File: config.mk
export PLATFORM = sky130hd
export DESIGN_NAME = collinear_triple_finder
export DESIGN_NICKNAME = d
export VERILOG_FILES = /design/src/hdl/ctf_pkg.sv /design/src/hdl/ctf_ram.sv /design/src/hdl/ctf_datapath.sv /design/src/hdl/ctf_ctrl.sv /design/src/hdl/collinear_triple_finder.sv
export VERILOG_INCLUDE_DIRS = /design/src /design/src/hdl
export SDC_FILE = /design/constraint.sdc
export NUM_CORES = 1
export LEC_CHECK = 0
export BUFFER_PORTS_ARGS = -buffer_cell sky130_fd_sc_hd__buf_2
export CORE_ASPECT_RATIO = 1.2
export CORE_MARGIN = 2
export CORE_UTILIZATION = 65
export DETAILED_ROUTE_END_ITERATION = 6
export PLACE_DENSITY_LB_ADDON = 0.1
export SYNTH_ARGS = -nofsm -noshare
export SYNTH_HDL_FRONTEND = slang
export SYNTH_SLANG_ARGS = --single-unit
export TNS_END_PERCENT = 30
File: constraint.sdc
create_clock -name clk -period 15.6 [get_ports clk]
set_input_delay 1.56 -clock clk [delete_from_list [all_inputs] [get_ports clk]]
set_output_delay 1.56 -clock clk [all_outputs]
set_load 0.01 [all_outputs]
File: src/hdl/collinear_triple_finder_assert.svh
// ---------------------------------------------------------------------------
// Assertion macros for the collinear triple finder RTL (used in ctf_datapath).
// Both expect clk and rst_n in scope of the module that uses them.
// ---------------------------------------------------------------------------
`ifndef COLLINEAR_TRIPLE_FINDER_ASSERT_SVH
`define COLLINEAR_TRIPLE_FINDER_ASSERT_SVH

// same-cycle implication
`define CTF_ASSERT_IMPL(lbl, ante, cons) \
    lbl: assert property (@(posedge clk) disable iff (!rst_n) (ante) |-> (cons)) \
        else $error("collinear_triple_finder: assertion failed");

// next-cycle implication
`define CTF_ASSERT_NEXT(lbl, ante, cons) \
    lbl: assert property (@(posedge clk) disable iff (!rst_n) (ante) |=> (cons)) \
        else $error("collinear_triple_finder: assertion failed");

`endif

File: src/hdl/ctf_pkg.sv
// ---------------------------------------------------------------------------
// ctf_pkg
// Types and constants of the collinear triple finder.
// ---------------------------------------------------------------------------
`default_nettype none

package ctf_pkg;

    localparam int DIMENSIONS  = 5;
    localparam int POINTS      = 3 ** DIMENSIONS;
    localparam int MAP_DEPTH   = 256;
    localparam int ADDR_W      = $clog2(MAP_DEPTH);
    localparam int LIMIT       = (POINTS < MAP_DEPTH) ? POINTS : MAP_DEPTH;
    localparam int CNT_W       = $clog2(LIMIT + 1);
    localparam int KB_W        = $clog2(POINTS);
    localparam int CMP_W       = (KB_W > CNT_W) ? KB_W : CNT_W;
    localparam int PT_W        = 8;
    localparam int CAP_W       = 7;
    localparam int MAX_RESULTS = 64;

    localparam logic REQ_LOAD  = 1'b0;
    localparam logic REQ_CHECK = 1'b1;

    typedef struct packed {
        logic            req_type;
        logic [PT_W-1:0] point_index;
        logic            selected;
    } req_t;

    typedef struct packed {
        logic [PT_W-1:0] first_point;
        logic [PT_W-1:0] second_point;
        logic [PT_W-1:0] third_point;
        logic            found;
        logic            truncated;
        logic            last_result;
    } rsp_t;

    typedef enum logic [2:0] {
        EMIT_NONE,
        EMIT_MID,
        EMIT_TRUNC,
        EMIT_LAST,
        EMIT_EMPTY
    } emit_t;

    typedef struct packed {
        logic  clr_en;
        logic  load_wr;
        logic  start;
        logic  i_rd;
        logic  j_rd;
        logic  k_rd;
        logic  i_inc;
        logic  j_init;
        logic  j_inc;
        logic  k_capture;
        logic  push;
        emit_t emit;
    } cmd_t;

    typedef struct packed {
        logic clr_last;
        logic i_end;
        logic j_end;
        logic k_ok;
        logic map_bit;
        logic pend_valid;
        logic cap_hit;
        logic out_free;
    } sts_t;

endpackage

`default_nettype wire

File: src/hdl/ctf_ram.sv
// ---------------------------------------------------------------------------
// ctf_ram
// Generic single-write, single-read RAM with registered read data.
// ---------------------------------------------------------------------------
`default_nettype none

module ctf_ram #(
    parameter int WIDTH = 1,
    parameter int DEPTH = 256
) (
    input  wire logic                     clk,
    input  wire logic                     we,
    input  wire logic [$clog2(DEPTH)-1:0] waddr,
    input  wire logic [WIDTH-1:0]         wdata,
    input  wire logic                     re,
    input  wire logic [$clog2(DEPTH)-1:0] raddr,
    output logic      [WIDTH-1:0]         rdata
);

    logic [WIDTH-1:0] mem [DEPTH];
    logic [WIDTH-1:0] rdata_reg;

    always_ff @(posedge clk)
    begin
        if (we)
        begin
            mem[waddr] <= wdata;
        end
        if (re)
        begin
            rdata_reg <= mem[raddr];
        end
    end

    assign rdata = rdata_reg;

endmodule

`default_nettype wire

File: src/hdl/ctf_datapath.sv
// ---------------------------------------------------------------------------
// ctf_datapath
// Walk counters, third-point logic, pending result, output register, map.
// ---------------------------------------------------------------------------
`default_nettype none

`include "collinear_triple_finder_assert.svh"

module ctf_datapath (
    input  wire logic                      clk,
    input  wire logic                      rst_n,
    input  wire ctf_pkg::cmd_t             cmd,
    output ctf_pkg::sts_t                  sts,
    input  wire ctf_pkg::req_t             req,
    output ctf_pkg::rsp_t                  rsp,
    output logic                           rsp_valid,
    input  wire logic                      rsp_stall,
    input  wire logic                      cfg_valid,
    output logic                           cfg_ready,
    input  wire logic [ctf_pkg::CAP_W-1:0] cfg_data
);

    typedef logic [ctf_pkg::DIMENSIONS-1:0][1:0] digs_t;

    // base-3 increment, ripple over the digits
    function automatic digs_t digs_inc(input digs_t a);
        digs_t r;
        logic  c;
        r = a;
        c = 1'b1;
        for (int d = 0; d < ctf_pkg::DIMENSIONS; d++)
        begin
            if (c)
            begin
                if (a[d] == 2'd2)
                begin
                    r[d] = 2'd0;
                end
                else
                begin
                    r[d] = a[d] + 2'd1;
                    c    = 1'b0;
                end
            end
        end
        return r;
    endfunction

    // digitwise -(a+b) mod 3
    function automatic digs_t digs_third(input digs_t a, input digs_t b);
        digs_t      r;
        logic [2:0] s;
        for (int d = 0; d < ctf_pkg::DIMENSIONS; d++)
        begin
            s = {1'b0, a[d]} + {1'b0, b[d]};
            case (s)
                3'd0, 3'd3: r[d] = 2'd0;
                3'd1, 3'd4: r[d] = 2'd2;
                3'd2:       r[d] = 2'd1;
                default:    r[d] = 2'd0;
            endcase
        end
        return r;
    endfunction

    function automatic logic [ctf_pkg::KB_W-1:0] digs_to_bin(input digs_t a);
        logic [ctf_pkg::KB_W-1:0] acc;
        acc = '0;
        for (int d = ctf_pkg::DIMENSIONS - 1; d >= 0; d--)
        begin
            acc = ctf_pkg::KB_W'({acc, 1'b0}) + acc + ctf_pkg::KB_W'(a[d]);
        end
        return acc;
    endfunction

    logic [ctf_pkg::CNT_W-1:0]  i_reg, i_next, j_reg, j_next;
    digs_t                      i_dig_reg, i_dig_next, j_dig_reg, j_dig_next;
    logic [ctf_pkg::KB_W-1:0]   k_reg, k_next;
    logic [ctf_pkg::PT_W-1:0]   pa_reg, pa_next, pb_reg, pb_next, pc_reg, pc_next;
    logic                       pend_valid_reg, pend_valid_next;
    logic [ctf_pkg::CAP_W-1:0]  count_reg, count_next;
    logic [ctf_pkg::ADDR_W-1:0] clr_reg, clr_next;
    logic [ctf_pkg::CAP_W-1:0]  cfg_reg, cfg_next;
    ctf_pkg::rsp_t              out_reg, out_next;
    logic                       out_valid_reg, out_valid_next;

    logic [ctf_pkg::CAP_W-1:0]  cap;
    logic                       out_free;
    logic                       k_ok;
    logic                       in_range;
    logic                       ram_we, ram_wdata, ram_re, ram_rdata;
    logic [ctf_pkg::ADDR_W-1:0] ram_waddr, ram_raddr;

    // effective cap: zero acts as one, saturates at the result limit
    always_comb
    begin
        if (cfg_reg == '0)
        begin
            cap = ctf_pkg::CAP_W'(1);
        end
        else if (cfg_reg > ctf_pkg::CAP_W'(ctf_pkg::MAX_RESULTS))
        begin
            cap = ctf_pkg::CAP_W'(ctf_pkg::MAX_RESULTS);
        end
        else
        begin
            cap = cfg_reg;
        end
    end

    assign out_free = !out_valid_reg || !rsp_stall;
    assign k_ok     = (ctf_pkg::CMP_W'(k_reg) > ctf_pkg::CMP_W'(j_reg))
                   && (ctf_pkg::CMP_W'(k_reg) < ctf_pkg::CMP_W'(ctf_pkg::LIMIT));
    assign in_range = {1'b0, req.point_index} < 9'(ctf_pkg::LIMIT);

    // map ports: write is the clearing pass or a load, read is the walk
    always_comb
    begin
        ram_we    = cmd.clr_en || (cmd.load_wr && in_range);
        ram_waddr = cmd.clr_en ? clr_reg : ctf_pkg::ADDR_W'(req.point_index);
        ram_wdata = cmd.clr_en ? 1'b0 : req.selected;
        ram_re    = cmd.i_rd || cmd.j_rd || cmd.k_rd;
        if (cmd.i_rd)
        begin
            ram_raddr = ctf_pkg::ADDR_W'(i_reg);
        end
        else if (cmd.j_rd)
        begin
            ram_raddr = ctf_pkg::ADDR_W'(j_reg);
        end
        else
        begin
            ram_raddr = ctf_pkg::ADDR_W'(k_reg);
        end
    end

    ctf_ram #(
        .WIDTH (1),
        .DEPTH (ctf_pkg::MAP_DEPTH)
    ) u_map (
        .clk   (clk),
        .we    (ram_we),
        .waddr (ram_waddr),
        .wdata (ram_wdata),
        .re    (ram_re),
        .raddr (ram_raddr),
        .rdata (ram_rdata)
    );

    always_comb
    begin
        i_next          = i_reg;
        i_dig_next      = i_dig_reg;
        j_next          = j_reg;
        j_dig_next      = j_dig_reg;
        k_next          = k_reg;
        pa_next         = pa_reg;
        pb_next         = pb_reg;
        pc_next         = pc_reg;
        pend_valid_next = pend_valid_reg;
        count_next      = count_reg;
        clr_next        = cmd.clr_en ? clr_reg + 1'b1 : clr_reg;
        cfg_next        = cfg_valid ? cfg_data : cfg_reg;

        if (cmd.start)
        begin
            i_next          = '0;
            i_dig_next      = '0;
            count_next      = '0;
            pend_valid_next = 1'b0;
        end
        if (cmd.i_inc)
        begin
            i_next     = i_reg + 1'b1;
            i_dig_next = digs_inc(i_dig_reg);
        end
        if (cmd.j_init)
        begin
            j_next     = i_reg + 1'b1;
            j_dig_next = digs_inc(i_dig_reg);
        end
        if (cmd.j_inc)
        begin
            j_next     = j_reg + 1'b1;
            j_dig_next = digs_inc(j_dig_reg);
        end
        if (cmd.k_capture)
        begin
            k_next = digs_to_bin(digs_third(i_dig_reg, j_dig_reg));
        end
        if (cmd.push)
        begin
            pa_next         = ctf_pkg::PT_W'(i_reg);
            pb_next         = ctf_pkg::PT_W'(j_reg);
            pc_next         = ctf_pkg::PT_W'(k_reg);
            pend_valid_next = 1'b1;
            count_next      = count_reg + 1'b1;
        end

        out_next             = out_reg;
        out_next.first_point  = pa_reg;
        out_next.second_point = pb_reg;
        out_next.third_point  = pc_reg;
        out_next.found        = 1'b1;
        out_next.truncated    = 1'b0;
        out_next.last_result  = 1'b0;
        case (cmd.emit)
            ctf_pkg::EMIT_MID:
            begin
            end
            ctf_pkg::EMIT_TRUNC:
            begin
                out_next.truncated   = 1'b1;
                out_next.last_result = 1'b1;
            end
            ctf_pkg::EMIT_LAST:
            begin
                out_next.last_result = 1'b1;
            end
            ctf_pkg::EMIT_EMPTY:
            begin
                out_next             = '0;
                out_next.last_result = 1'b1;
            end
            default:
            begin
                out_next = out_reg;
            end
        endcase

        if (cmd.emit != ctf_pkg::EMIT_NONE)
        begin
            out_valid_next = 1'b1;
        end
        else
        begin
            out_valid_next = out_valid_reg && rsp_stall;
        end
    end

    always_ff @(posedge clk or negedge rst_n)
    begin
        if (!rst_n)
        begin
            i_reg          <= '0;
            i_dig_reg      <= '0;
            j_reg          <= '0;
            j_dig_reg      <= '0;
            pend_valid_reg <= 1'b0;
            count_reg      <= '0;
            clr_reg        <= '0;
            cfg_reg        <= ctf_pkg::CAP_W'(ctf_pkg::MAX_RESULTS);
            out_valid_reg  <= 1'b0;
        end
        else
        begin
            i_reg          <= i_next;
            i_dig_reg      <= i_dig_next;
            j_reg          <= j_next;
            j_dig_reg      <= j_dig_next;
            pend_valid_reg <= pend_valid_next;
            count_reg      <= count_next;
            clr_reg        <= clr_next;
            cfg_reg        <= cfg_next;
            out_valid_reg  <= out_valid_next;
        end
    end

    always_ff @(posedge clk)
    begin
        k_reg   <= k_next;
        pa_reg  <= pa_next;
        pb_reg  <= pb_next;
        pc_reg  <= pc_next;
        out_reg <= out_next;
    end

    always_comb
    begin
        sts.clr_last   = clr_reg == ctf_pkg::ADDR_W'(ctf_pkg::MAP_DEPTH - 1);
        sts.i_end      = i_reg >= ctf_pkg::CNT_W'(ctf_pkg::LIMIT);
        sts.j_end      = j_reg >= ctf_pkg::CNT_W'(ctf_pkg::LIMIT);
        sts.k_ok       = k_ok;
        sts.map_bit    = ram_rdata;
        sts.pend_valid = pend_valid_reg;
        sts.cap_hit    = count_reg >= cap;
        sts.out_free   = out_free;
    end

    assign rsp       = out_reg;
    assign rsp_valid = out_valid_reg;
    assign cfg_ready = 1'b1;

    `CTF_ASSERT_IMPL(a_emit_has_room, cmd.emit != ctf_pkg::EMIT_NONE, out_free)
    `CTF_ASSERT_IMPL(a_pend_counted, pend_valid_reg, count_reg != '0)
    `CTF_ASSERT_IMPL(a_probe_above_j, cmd.k_rd, k_ok)
    `CTF_ASSERT_IMPL(a_empty_is_last, out_valid_reg && !out_reg.found, out_reg.last_result)

endmodule

`default_nettype wire

File: src/hdl/ctf_ctrl.sv
// ---------------------------------------------------------------------------
// ctf_ctrl
// Sequencer: map clearing pass, load requests and the pair walk of a check.
// ---------------------------------------------------------------------------
`default_nettype none

module ctf_ctrl (
    input  wire logic          clk,
    input  wire logic          rst_n,
    input  wire logic          req_valid,
    input  wire logic          req_type,
    output logic               req_stall,
    output ctf_pkg::cmd_t      cmd,
    input  wire ctf_pkg::sts_t sts
);

    typedef enum logic [8:0] {
        S_CLEAR  = 9'b000000001,
        S_IDLE   = 9'b000000010,
        S_I_ADDR = 9'b000000100,
        S_I_CHK  = 9'b000001000,
        S_J_ADDR = 9'b000010000,
        S_J_CHK  = 9'b000100000,
        S_K_ADDR = 9'b001000000,
        S_K_CHK  = 9'b010000000,
        S_FINISH = 9'b100000000
    } state_t;

    state_t state_reg, state_next;

    always_comb
    begin
        state_next = state_reg;
        cmd        = '0;
        cmd.emit   = ctf_pkg::EMIT_NONE;
        req_stall  = 1'b1;

        case (state_reg)
            S_CLEAR:
            begin
                cmd.clr_en = 1'b1;
                if (sts.clr_last)
                begin
                    state_next = S_IDLE;
                end
            end
            S_IDLE:
            begin
                req_stall = 1'b0;
                if (req_valid)
                begin
                    if (req_type == ctf_pkg::REQ_CHECK)
                    begin
                        cmd.start  = 1'b1;
                        state_next = S_I_ADDR;
                    end
                    else
                    begin
                        cmd.load_wr = 1'b1;
                    end
                end
            end
            S_I_ADDR:
            begin
                if (sts.i_end)
                begin
                    state_next = S_FINISH;
                end
                else
                begin
                    cmd.i_rd   = 1'b1;
                    state_next = S_I_CHK;
                end
            end
            S_I_CHK:
            begin
                if (sts.map_bit)
                begin
                    cmd.j_init = 1'b1;
                    state_next = S_J_ADDR;
                end
                else
                begin
                    cmd.i_inc  = 1'b1;
                    state_next = S_I_ADDR;
                end
            end
            S_J_ADDR:
            begin
                if (sts.j_end)
                begin
                    cmd.i_inc  = 1'b1;
                    state_next = S_I_ADDR;
                end
                else
                begin
                    cmd.j_rd   = 1'b1;
                    state_next = S_J_CHK;
                end
            end
            S_J_CHK:
            begin
                if (sts.map_bit)
                begin
                    cmd.k_capture = 1'b1;
                    state_next    = S_K_ADDR;
                end
                else
                begin
                    cmd.j_inc  = 1'b1;
                    state_next = S_J_ADDR;
                end
            end
            S_K_ADDR:
            begin
                if (sts.k_ok)
                begin
                    cmd.k_rd   = 1'b1;
                    state_next = S_K_CHK;
                end
                else
                begin
                    cmd.j_inc  = 1'b1;
                    state_next = S_J_ADDR;
                end
            end
            S_K_CHK:
            begin
                if (!sts.map_bit)
                begin
                    cmd.j_inc  = 1'b1;
                    state_next = S_J_ADDR;
                end
                else if (sts.cap_hit)
                begin
                    // one triple past the cap: flag the held result and stop
                    if (sts.out_free)
                    begin
                        cmd.emit   = ctf_pkg::EMIT_TRUNC;
                        state_next = S_IDLE;
                    end
                end
                else if (sts.pend_valid)
                begin
                    if (sts.out_free)
                    begin
                        cmd.emit   = ctf_pkg::EMIT_MID;
                        cmd.push   = 1'b1;
                        cmd.j_inc  = 1'b1;
                        state_next = S_J_ADDR;
                    end
                end
                else
                begin
                    cmd.push   = 1'b1;
                    cmd.j_inc  = 1'b1;
                    state_next = S_J_ADDR;
                end
            end
            S_FINISH:
            begin
                if (sts.out_free)
                begin
                    cmd.emit   = sts.pend_valid ? ctf_pkg::EMIT_LAST : ctf_pkg::EMIT_EMPTY;
                    state_next = S_IDLE;
                end
            end
            default:
            begin
                state_next = S_IDLE;
            end
        endcase
    end

    always_ff @(posedge clk or negedge rst_n)
    begin
        if (!rst_n)
        begin
            state_reg <= S_CLEAR;
        end
        else
        begin
            state_reg <= state_next;
        end
    end

endmodule

`default_nettype wire

File: src/hdl/collinear_triple_finder.sv
// Load request: accepted back to back while idle, no result.
// Check request: walks each selected outer point and each inner point above it in the map;
// for each selected pair the third point is computed and, if above the inner point and in
// range, probed through the one map read port; a result leaves when the next triple is found,
// the last at walk end. The walk covers all 243 points and is held while rsp_stall blocks.
// Reset: clearing pass over all 256 map entries with req_stall high; cfg always taken.
// ---------------------------------------------------------------------------
// collinear_triple_finder
// Finds collinear point triples in a selected subset of the ternary space.
// ---------------------------------------------------------------------------
`default_nettype none

module collinear_triple_finder (
    input  wire logic                      clk,
    input  wire logic                      rst_n,
    input  wire ctf_pkg::req_t             req,
    input  wire logic                      req_valid,
    output logic                           req_stall,
    output ctf_pkg::rsp_t                  rsp,
    output logic                           rsp_valid,
    input  wire logic                      rsp_stall,
    input  wire logic                      cfg_valid,
    output logic                           cfg_ready,
    input  wire logic [ctf_pkg::CAP_W-1:0] cfg_data
);

    ctf_pkg::cmd_t cmd;
    ctf_pkg::sts_t sts;

    ctf_ctrl u_ctrl (
        .clk       (clk),
        .rst_n     (rst_n),
        .req_valid (req_valid),
        .req_type  (req.req_type),
        .req_stall (req_stall),
        .cmd       (cmd),
        .sts       (sts)
    );

    ctf_datapath u_dp (
        .clk       (clk),
        .rst_n     (rst_n),
        .cmd       (cmd),
        .sts       (sts),
        .req       (req),
        .rsp       (rsp),
        .rsp_valid (rsp_valid),
        .rsp_stall (rsp_stall),
        .cfg_valid (cfg_valid),
        .cfg_ready (cfg_ready),
        .cfg_data  (cfg_data)
    );

endmodule

`default_nettype wire

==> results of run 1 <==
-- cells by family after synthesis --
group / after synthesis
flip-flops: 385
AND/OR/NAND/NOR: 696
other: 1
multiplexers: 108
XOR/XNOR: 35
buffers and inverters: 138
adder cells (fa/ha/maj): 74
AO/OA/AOI/OAI: 268
-- cells in the final DEF (no fill, tap or decap), types with 12 or more instances in the layout --
master     netlist  routed
nand2_1        189     189
nand3_1         39      39
nand4_1         14      14
o21ai_0         52      52
nand3b_1        12      12
nor3_1          25      25
mux2_2          16      16
edfxtp_1       316     316
o221ai_1        28      28
a21o_1          17      17
clkbuf_16        0      41
xnor2_1         27      27
a21oi_1         70      70
buf_2           16      50
nor2_1         312     312
inv_1           49      49
mux2i_1         91      91
fa_1            12      12
and2_1          38      37
o22ai_1         18      18
dfrtp_1         67      67
ha_1            62      62
nand2b_1        14      14
-- cell type report --
cell class,count,area (um^2)
Multi-Input combinational cell,1182,7383
Clock buffer,54,1096
Clock inverter,14,145.1
Tap cell,385,481.7
Inverter,52,198.9
Timing Repair Buffer,61,345.3
Fill cell,2048,8059
Sequential cell,385,11220
-- worst paths after layout --
| path | endpoint | cells after the start | slack (ps) | start |
|---|---|---|---|---|
| setup / recovery | u_dp.k_reg[7]$_DFFE_PP_ | 27 | 8960 | u_dp.i_dig_reg[8]$_DFFE_PN0P_ |
| max in group asynchronous | u_dp.j_dig_reg[9]$_DFFE_PN0P_ | 2 | 13730 | rst_n |
| hold / removal | u_dp.count_reg[6]$_DFFE_PN0P_ | 1 | 490 | u_dp.count_reg[6]$_DFFE_PN0P_ |
| hold reg to reg | u_dp.count_reg[6]$_DFFE_PN0P_ | 1 | 490 | u_dp.count_reg[6]$_DFFE_PN0P_ |
| setup reg to reg | u_dp.k_reg[7]$_DFFE_PP_ | 27 | 8960 | u_dp.i_dig_reg[8]$_DFFE_PN0P_ |
| min in group asynchronous | u_dp.cfg_reg[2]$_DFFE_PN0P_ | 2 | 1220 | rst_n |
-- synthesized netlist by cell type (17+ instances only) --
cell type  instances
nor3_1            25
nand2_1          189
mux2i_1           91
dfrtp_1           67
nand3_1           39
clkbuf_1          52
inv_1             49
nor2_1           312
o22ai_1           18
xnor2_1           27
a21o_1            17
edfxtp_1         316
and2_1            38
a21oi_1           70
o21ai_0           52
ha_1              62
o221ai_1          28
-- per-stage QoR --
step                setup WS [ps]  power (mW)  hold slack (ps)
floorplan                    6449       1.675            419.6
global placement             9083       1.793            472.7
detailed placement           8932       1.821            478.9
CTS                          8918       2.732            487.6
global route                 8514       2.857            524.5
finish                       8956       2.737            488.7
-- power by group --
| group | leakage, nW | internal, mW | switching (mW) |
|---|---|---|---|
| logic | 3.34 | 0.247 | 0.371 |
| clock network | 0.606 | 0.540 | 0.381 |
| registers | 3.75 | 1.16 | 0.0393 |
-- layer usage --
layer	global-route usage (%)	vias to the layer above	wire [um]
met5	0	-	0
met4	12.05	0	1834
met3	4.728	133	3935
met2	52.44	639	22900
met1	38.68	6650	17790
li1	-	6166	-
==> flow_summary.ini, run 1 <==
[routing]
viasPerCell = 6.370
vias = 13590
detail_route.drc_violations = 0
drtIter0Drc = 1708
avgRoutedWirePerCell_um = 21.78
ant_nets = 0
firstDrtPassIters = 5
totalWireLength_mm = 46.47

[setup_path]
required_ps = 15880
worstPathMaxFanout = 6
path_buf_inv = 3
path_common_cell = ha_1
critPathCaptureType = flop
arrival_ps = 6920
crit_path_start_kind = flop
path_delay_family = adder cells
crit_slowest_cell = fa_1
worstSetupPathType = reg2reg
critPathMaxStageDelay_ps = 530

[global_route]
grt_remaining_overflow = 0
grt_max_degree = 257
antenna_found_initial = 0
grt_pass1_vias = 13340
track_usage_pct = 30.29
grt_pass1_wl_mm = 72.00

[yosys]
synth_top_family_by_area = simple AND/OR/NAND/NOR gates
yosysTopAreaCell = edfxtp_1
synth_warnings = 0
synth_xor_area_share_pct = 1.596
syn_inst = 1705
synth_area_per_cell_um2 = 11.27
synth_ff_type = edfxtp_1
synth_compound_area_share_pct = 9.470
synth_mux_area_share_pct = 5.758
synth_area_um2 = 19210
synth_top_area_share_pct = 49.40
synthAdderAreaFrac_pct = 5.289
synth-edff-count = 316
synth-seq-area-share_pct = 58.40
synth_seq_cells = 385
synth.area.top_cells = edfxtp_1, dfrtp_1, nor2_1, mux2i_1, ha_1
ys_types = 88
synthesis.nets = 1801
synth-simple-area-share_pct = 16.19
synthArstFlopShare_pct = 17.92

[cells_and_area]
layout.nets = 1816
antenna_cells_inserted = 0
postLayoutCoreUtil_pct = 72.14
area_growth_syn_to_layout_pct = 8.637
design_area_um2 = 20870
drive_above_1_share_pct = 9.039
largest_register = u_dp.u_map.mem
instances_no_fill = 2133
largest_reg_flops = 256

[power_and_ir_drop]
ir_drop_mv = 0.1358
p_leak_nw = 7.696
power_density_nw_per_um2 = 131.2

[clock_network]
clkLatencyLatePin_ps = 530
cts_sinks = 385
post_cts_buffers = 0
cts-hold-fix-buffers = 0
cts_root_buffer = clkbuf_16
postCtsResizedCells = 0
htree_levels = 2
clkSlewWorstSetupHoldPaths_ps = 70
cts_buffers = 38
cts_tree = done
ctsLongestPathBuffers = 3

[floorplanning]
num_rows = 68
die_y_um = 192.3
die_width_um = 160.9
design.core.area_um2 = 28930
start_util_pct = 66.41
io_pins = 52
dieArea_um2 = 30950

[sta]
rsz0062_at_grt = false
setup_tns_ps = 0
tightest_slew_ps = 1178
period_minus_slack_ps = 6644
relSlewSlack_pct = 20.87
setup_viol = 0
max_freq_mhz = 150.5
fin_skew_ps = 12.15
period_share_pct = 42.59
maxSlewViolCount = 0
hold_violations = 0

[placed_design]
hpwl_mm = 29.23
dp.cells = 2065
numPortBuffers = 50
globalplace.congestion = 0.8622
postPlaceCellArea_um2 = 19630

[min_path]
min_path_type = reg2reg

[status]
status = finished, final reports clean

[job]
maxCapViolations = 0
Note: power is estimated with default switching activity, not from simulation.
==> run 2: changes to the inputs <==
--- a/config.mk
+++ b/config.mk
@@ -9,7 +9,7 @@
 export BUFFER_PORTS_ARGS = -buffer_cell sky130_fd_sc_hd__buf_2
 export CORE_ASPECT_RATIO = 1.2
 export CORE_MARGIN = 2
-export CORE_UTILIZATION = 65
+export CORE_UTILIZATION = 63
 export DETAILED_ROUTE_END_ITERATION = 6
 export PLACE_DENSITY_LB_ADDON = 0.1
 export SYNTH_ARGS = -nofsm -noshare
==> constraint.sdc (replaced) <==
create_clock -name clk -period 6.4 [get_ports clk]
set_input_delay 0.64 -clock clk [delete_from_list [all_inputs] [get_ports clk]]
set_output_delay 0.64 -clock clk [all_outputs]
set_load 0.01 [all_outputs]
==> run 2 against run 1 <==
Worst setup slack lost 8800 ps. Cell area increased by 2.8%. Sequential power is 140% higher. Core utilization is 1.2 points lower. Power grew to 2.6 times the previous value. Wire length rose by 3.7%. Global-route usage shrank 0.062 points.
==> flow_summary.ini, run 2 (synthesis results as in run 1) <==
[clock_network]
clkLatencyLatePin_ps = 550
ctsLongestPathBuffers = 3
htree_levels = 2
cts-hold-fix-buffers = 0
clkSlewWorstSetupHoldPaths_ps = 60
cts_root_buffer = clkbuf_16
cts_tree = done
cts_sinks = 385
cts_buffers = 39

[setup_path]
crit_slowest_cell = fa_1
crit_start = u_dp.i_dig_reg[8]$_DFFE_PN0P_
crit_path_start_kind = flop
critPathMaxStageDelay_ps = 520
required_ps = 6670
worstSetupPathType = reg2reg
crit_path_end = u_dp.k_reg[7]$_DFFE_PP_
rrSetupSlack_ps = 120
worstPathMaxFanout = 2
critPathCaptureType = flop
arrival_ps = 6550
worstReg2RegStart = u_dp.i_dig_reg[8]$_DFFE_PN0P_
reg2regPathDepth = 27
r2r-end = u_dp.k_reg[7]$_DFFE_PP_

[cells_and_area]
instances_no_fill = 2183
postLayoutCoreUtil_pct = 70.97
design_area_um2 = 21450
final_cell_mix = edfxtp_1, nor2_1, nand2_1
largest_register = u_dp.u_map.mem
final_common_cell = edfxtp_1
area_growth_syn_to_layout_pct = 11.64
layout.nets = 1853
drive_above_1_share_pct = 12.98
antenna_cells_inserted = 0
largest_reg_flops = 256

[routing]
ant_nets = 0
vias = 13900
firstDrtPassIters = 5
drtIter0Drc = 1676
avgRoutedWirePerCell_um = 22.08
viasPerCell = 6.366
totalWireLength_mm = 48.21
detail_route.drc_violations = 0

[power_and_ir_drop]
power_density_nw_per_um2 = 338.1
power_mw = 7.251
ir_drop_mv = 0.3263
p_leak_nw = 7.899

[global_route]
grt_pass1_vias = 13640
antenna_found_initial = 0
track_usage_pct = 30.23
grt_remaining_overflow = 0
grt_pass1_wl_mm = 74.13
grt_max_degree = 257

[sta]
max_freq_mhz = 159.3
setup_tns_ps = 0
tightest_slew_ps = 1083
fin_skew_ps = 28.64
hold_violations = 0
setup_viol = 0
period_minus_slack_ps = 6278
setup_ws_ps = 122.4
relSlewSlack_pct = 27.03
maxSlewViolCount = 0
period_share_pct = 98.09
fin_hold_ws_ps = 282.5

[floorplanning]
io_pins = 52
design.core.area_um2 = 30220
start_util_pct = 63.57
num_rows = 70
die_y_um = 195.3
die_width_um = 163.4
dieArea_um2 = 31910

[placed_design]
hpwl_mm = 30.10
place_ws_ps = -131.5
numPortBuffers = 50
dp.cells = 2098
postPlaceCellArea_um2 = 19810
globalplace.congestion = 0.8770

[job]
maxCapViolations = 0

[min_path]
min_path_type = in2async

[status]
status = finished, final reports clean
[run 2: cell count changes in the layout (fill, tap and decap cells not counted), moves of 3 or more]
cell      change
ha_4         +11
ha_1         -13
xnor2_1       -3
fa_1          -4
fa_2          +4
xnor2_2       +3
a21oi_1       -6
clkbuf_1      -5
buf_4        +36
a21oi_2       +5
[run 2: final cells by class]
class	count	area [um^2]
tap	396	495.5
clock buffer	50	1082
clock inverter	21	217.7
inverter	52	198.9
sequential	385	11220
multi-input combinational	1182	7617
fill	2172	8771
timing repair buffer	97	615.6
[run 2: critical path: cells and delay by family, from the launching register on]
family                   cells  cell delay, ps
buffers and inverters        5             350
adder cells (fa/ha/maj)     11            3810
XOR/XNOR                     5             700
flip-flops                   1             380
AND/OR/NAND/NOR              3             340
AO/OA/AOI/OAI                3             420
[run 2: metal layers]
| layer | global-route usage (%) | wire length [um] | share of wire [%] | up-vias |
|---|---|---|---|---|
| met5 | 0 | 0 | 0 | - |
| met4 | 10.95 | 1705 | 3.5 | 0 |
| met3 | 4.269 | 3902 | 8.1 | 137 |
| met2 | 51.01 | 24250 | 50 | 695 |
| met1 | 40.10 | 18340 | 38 | 6821 |
| li1 | - | - | - | 6244 |
[run 2: power breakdown]
part | switching [mW] | internal (mW) | total [mW] | leakage [nW]
Combinational | 1.08 | 0.944 | 2.03 | 3.52
Clock | 0.969 | 1.33 | 2.30 | 0.634
Sequential | 0.0974 | 2.83 | 2.92 | 3.75
Total | 2.15 | 5.10 | 7.25 | 7.90
[run 2: timing repair]
action	4_1_cts	5_1_grt
gates resized for setup	8	26
pin swaps	2	26
setup buffers	7	7
hold endpoints to repair	0	0
setup endpoints to repair	1	2
[run 2: worst min-delay path by stage]
stage / from / to / slack, ps / cells after the start
finish: rst_n / u_dp.count_reg[0]$_DFFE_PN0P_ / 280 / 2
CTS: cfg_data[3] / u_dp.cfg_reg[3]$_DFFE_PN0P_ / 320 / 2
global route: cfg_data[3] / u_dp.cfg_reg[3]$_DFFE_PN0P_ / 330 / 2
floorplan: rst_n / u_ctrl.state_reg[1]$_DFFE_PN0P_ / 340 / 0
detailed placement: u_dp.count_reg[6]$_DFFE_PN0P_ / u_dp.count_reg[6]$_DFFE_PN0P_ / 490 / 1
global placement: u_dp.count_reg[6]$_DFFE_PN0P_ / u_dp.count_reg[6]$_DFFE_PN0P_ / 470 / 1
==> run 3: changes to the inputs <==
--- a/config.mk
+++ b/config.mk
@@ -8,9 +8,9 @@
 export LEC_CHECK = 0
 export BUFFER_PORTS_ARGS = -buffer_cell sky130_fd_sc_hd__buf_2
 export CORE_ASPECT_RATIO = 1.2
-export CORE_MARGIN = 2
 export CORE_UTILIZATION = 63
 export DETAILED_ROUTE_END_ITERATION = 6
+export GPL_TIMING_DRIVEN = 0
 export PLACE_DENSITY_LB_ADDON = 0.1
 export SYNTH_ARGS = -nofsm -noshare
 export SYNTH_HDL_FRONTEND = slang
==> run 3 against run 2 <==
Non-clock buffer count grew 54. Via count is 1.4% higher. Count of clock-buffer cells in the layout fell by 1. Wire length grew 4.8%. Critical path type unchanged. Cell area grew 1.8%. Highest routed layer unchanged. Clock skew fell by 12 ps. Die area down 2.2%. Worst setup slack got worse by 8.3 ps. Worst hold slack better by 14 ps.
==> flow_summary.ini, run 3 (synthesis results as in run 1) <==
[cells_and_area]
instances_no_fill = 2234
drive_above_1_share_pct = 13.29
area_growth_syn_to_layout_pct = 13.70
design_area_um2 = 21840
largest_register = u_dp.u_map.mem
layout.nets = 1908
multiInputGateArea_um2 = 7662
largest_reg_flops = 256
final_common_cell = edfxtp_1
final_cell_mix = edfxtp_1, nor2_1, nand2_1
antenna_cells_inserted = 0
ff_latch_area_um2 = 11220
fillCellCount = 2039

[routing]
firstDrtPassIters = 6
avgRoutedWirePerCell_um = 22.62
drtIter0Drc = 1597
ant_nets = 0
viasPerCell = 6.310
vias = 14100
totalWireLength_mm = 50.54
detail_route.drc_violations = 0

[floorplanning]
start_util_pct = 64.49
io_pins = 52
num_rows = 69
dieArea_um2 = 31200
design.core.area_um2 = 29780
die_width_um = 161.4
die_y_um = 193.3

[clock_network]
cts_sinks = 385
clkLatencyLatePin_ps = 550
ctsLongestPathBuffers = 3
cts_root_buffer = clkbuf_16
cts_buffers = 40
clkSlewWorstSetupHoldPaths_ps = 60
cts_tree = done
htree_levels = 2

[sta]
setup_tns_ps = 0
period_share_pct = 98.22
setup_viol = 0
period_minus_slack_ps = 6286
fin_skew_ps = 16.74
max_freq_mhz = 159.1
hold_violations = 0
maxSlewViolCount = 0
relSlewSlack_pct = 28.55
tightest_slew_ps = 1057
fin_hold_ws_ps = 296.6
setup_ws_ps = 114.1

[global_route]
antenna_found_initial = 0
grt_pass1_wl_mm = 77.81
grt_pass1_vias = 14110
track_usage_pct = 33.07
grt_max_degree = 65
grt_remaining_overflow = 0

[setup_path]
crit_path_end = u_dp.k_reg[7]$_DFFE_PP_
crit_slowest_cell = fa_2
worstSetupPathType = reg2reg
crit_start = u_dp.i_dig_reg[8]$_DFFE_PN0P_
arrival_ps = 6580
reg2regPathDepth = 28
r2r-end = u_dp.k_reg[7]$_DFFE_PP_
path_common_cell = ha_4
worstReg2RegStart = u_dp.i_dig_reg[8]$_DFFE_PN0P_
critPathMaxStageDelay_ps = 560
critPathCaptureType = flop
required_ps = 6690
crit_path_start_kind = flop
worstPathMaxFanout = 3
rrSetupSlack_ps = 110

[placed_design]
place_ws_ps = -313.4
globalplace.congestion = 0.9998
hpwl_mm = 35.65
numPortBuffers = 49
postPlaceCellArea_um2 = 20090
dp.cells = 2150

[status]
status = finished, final reports clean

[min_path]
whs_path_depth = 3
min_path_type = in2reg

[power_and_ir_drop]
ir_drop_mv = 0.3765
power_density_nw_per_um2 = 342.4
p_leak_nw = 8.034

[job]
maxCapViolations = 0
[run 3: what timing repair did]
action,4_1_cts,5_1_grt
endpoints found under the hold margin,5,0
gates resized for setup,25,22
hold buffers,1,0
pin swaps,14,29
setup buffers,2,7
setup endpoints to repair,1,1
cloned,0,0
[run 3: stage by stage]
| step | power, mW | util (%) |
|---|---|---|
| floorplan | 4.079 | - |
| finish | 7.478 | 73.33 |
| detailed placement | 4.564 | 67.44 |
| global route | 7.719 | 73.33 |
| CTS | 7.271 | 72.78 |
| global placement | 4.501 | 66.96 |
[run 3: layout make-up]
type / count / share of cell area (%)
tap: 390 / 2.234
multi-input combinational: 1182 / 35.08
sequential: 385 / 51.36
clock inverter: 25 / 1.404
inverter: 52 / 0.9109
buffer: 86 / 1.971
timing repair buffer: 65 / 2.108
clock buffer: 49 / 4.927
[run 3: worst min-delay path by stage]
stage	startpoint	end	slack (ps)
after floorplan	rst_n	u_ctrl.state_reg[1]$_DFFE_PN0P_	340
after global placement	u_dp.i_reg[2]$_DFFE_PN0P_	u_dp.pa_reg[2]$_DFFE_PP_	430
after CTS	cfg_data[6]	u_dp.cfg_reg[6]$_DFFE_PN1P_	280
final	cfg_data[6]	u_dp.cfg_reg[6]$_DFFE_PN1P_	300
after global routing	cfg_data[3]	u_dp.cfg_reg[3]$_DFFE_PN0P_	320
after detailed placement	u_dp.i_reg[2]$_DFFE_PN0P_	u_dp.pa_reg[2]$_DFFE_PP_	440
[run 3: report_power, final]
part | leakage (nW) | internal [mW] | total (mW) | switching (mW)
clock network | 0.667 | 1.45 | 2.45 | 0.999
logic | 3.62 | 0.950 | 2.11 | 1.16
registers | 3.75 | 2.82 | 2.91 | 0.0887
[run 3: per-layer routing]
metal	track usage (%)	part of all wire [%]	vias to the layer above
met5	0	0	-
met4	19.08	6.0	0
met3	5.232	8.3	169
met2	56.96	50	751
met1	39.22	36	6821
li1	-	-	6356
[run 3: worst max-delay path: cells and delay by family, from the launching register on]
kind	cells	cell delay (ps)
and+or+nand+nor	4	360
xor gates and xnor gates	5	780
adders and majority gates	12	3870
DFF	1	390
AOI/OAI and AO/OA	3	390
buffers and inverters	4	210
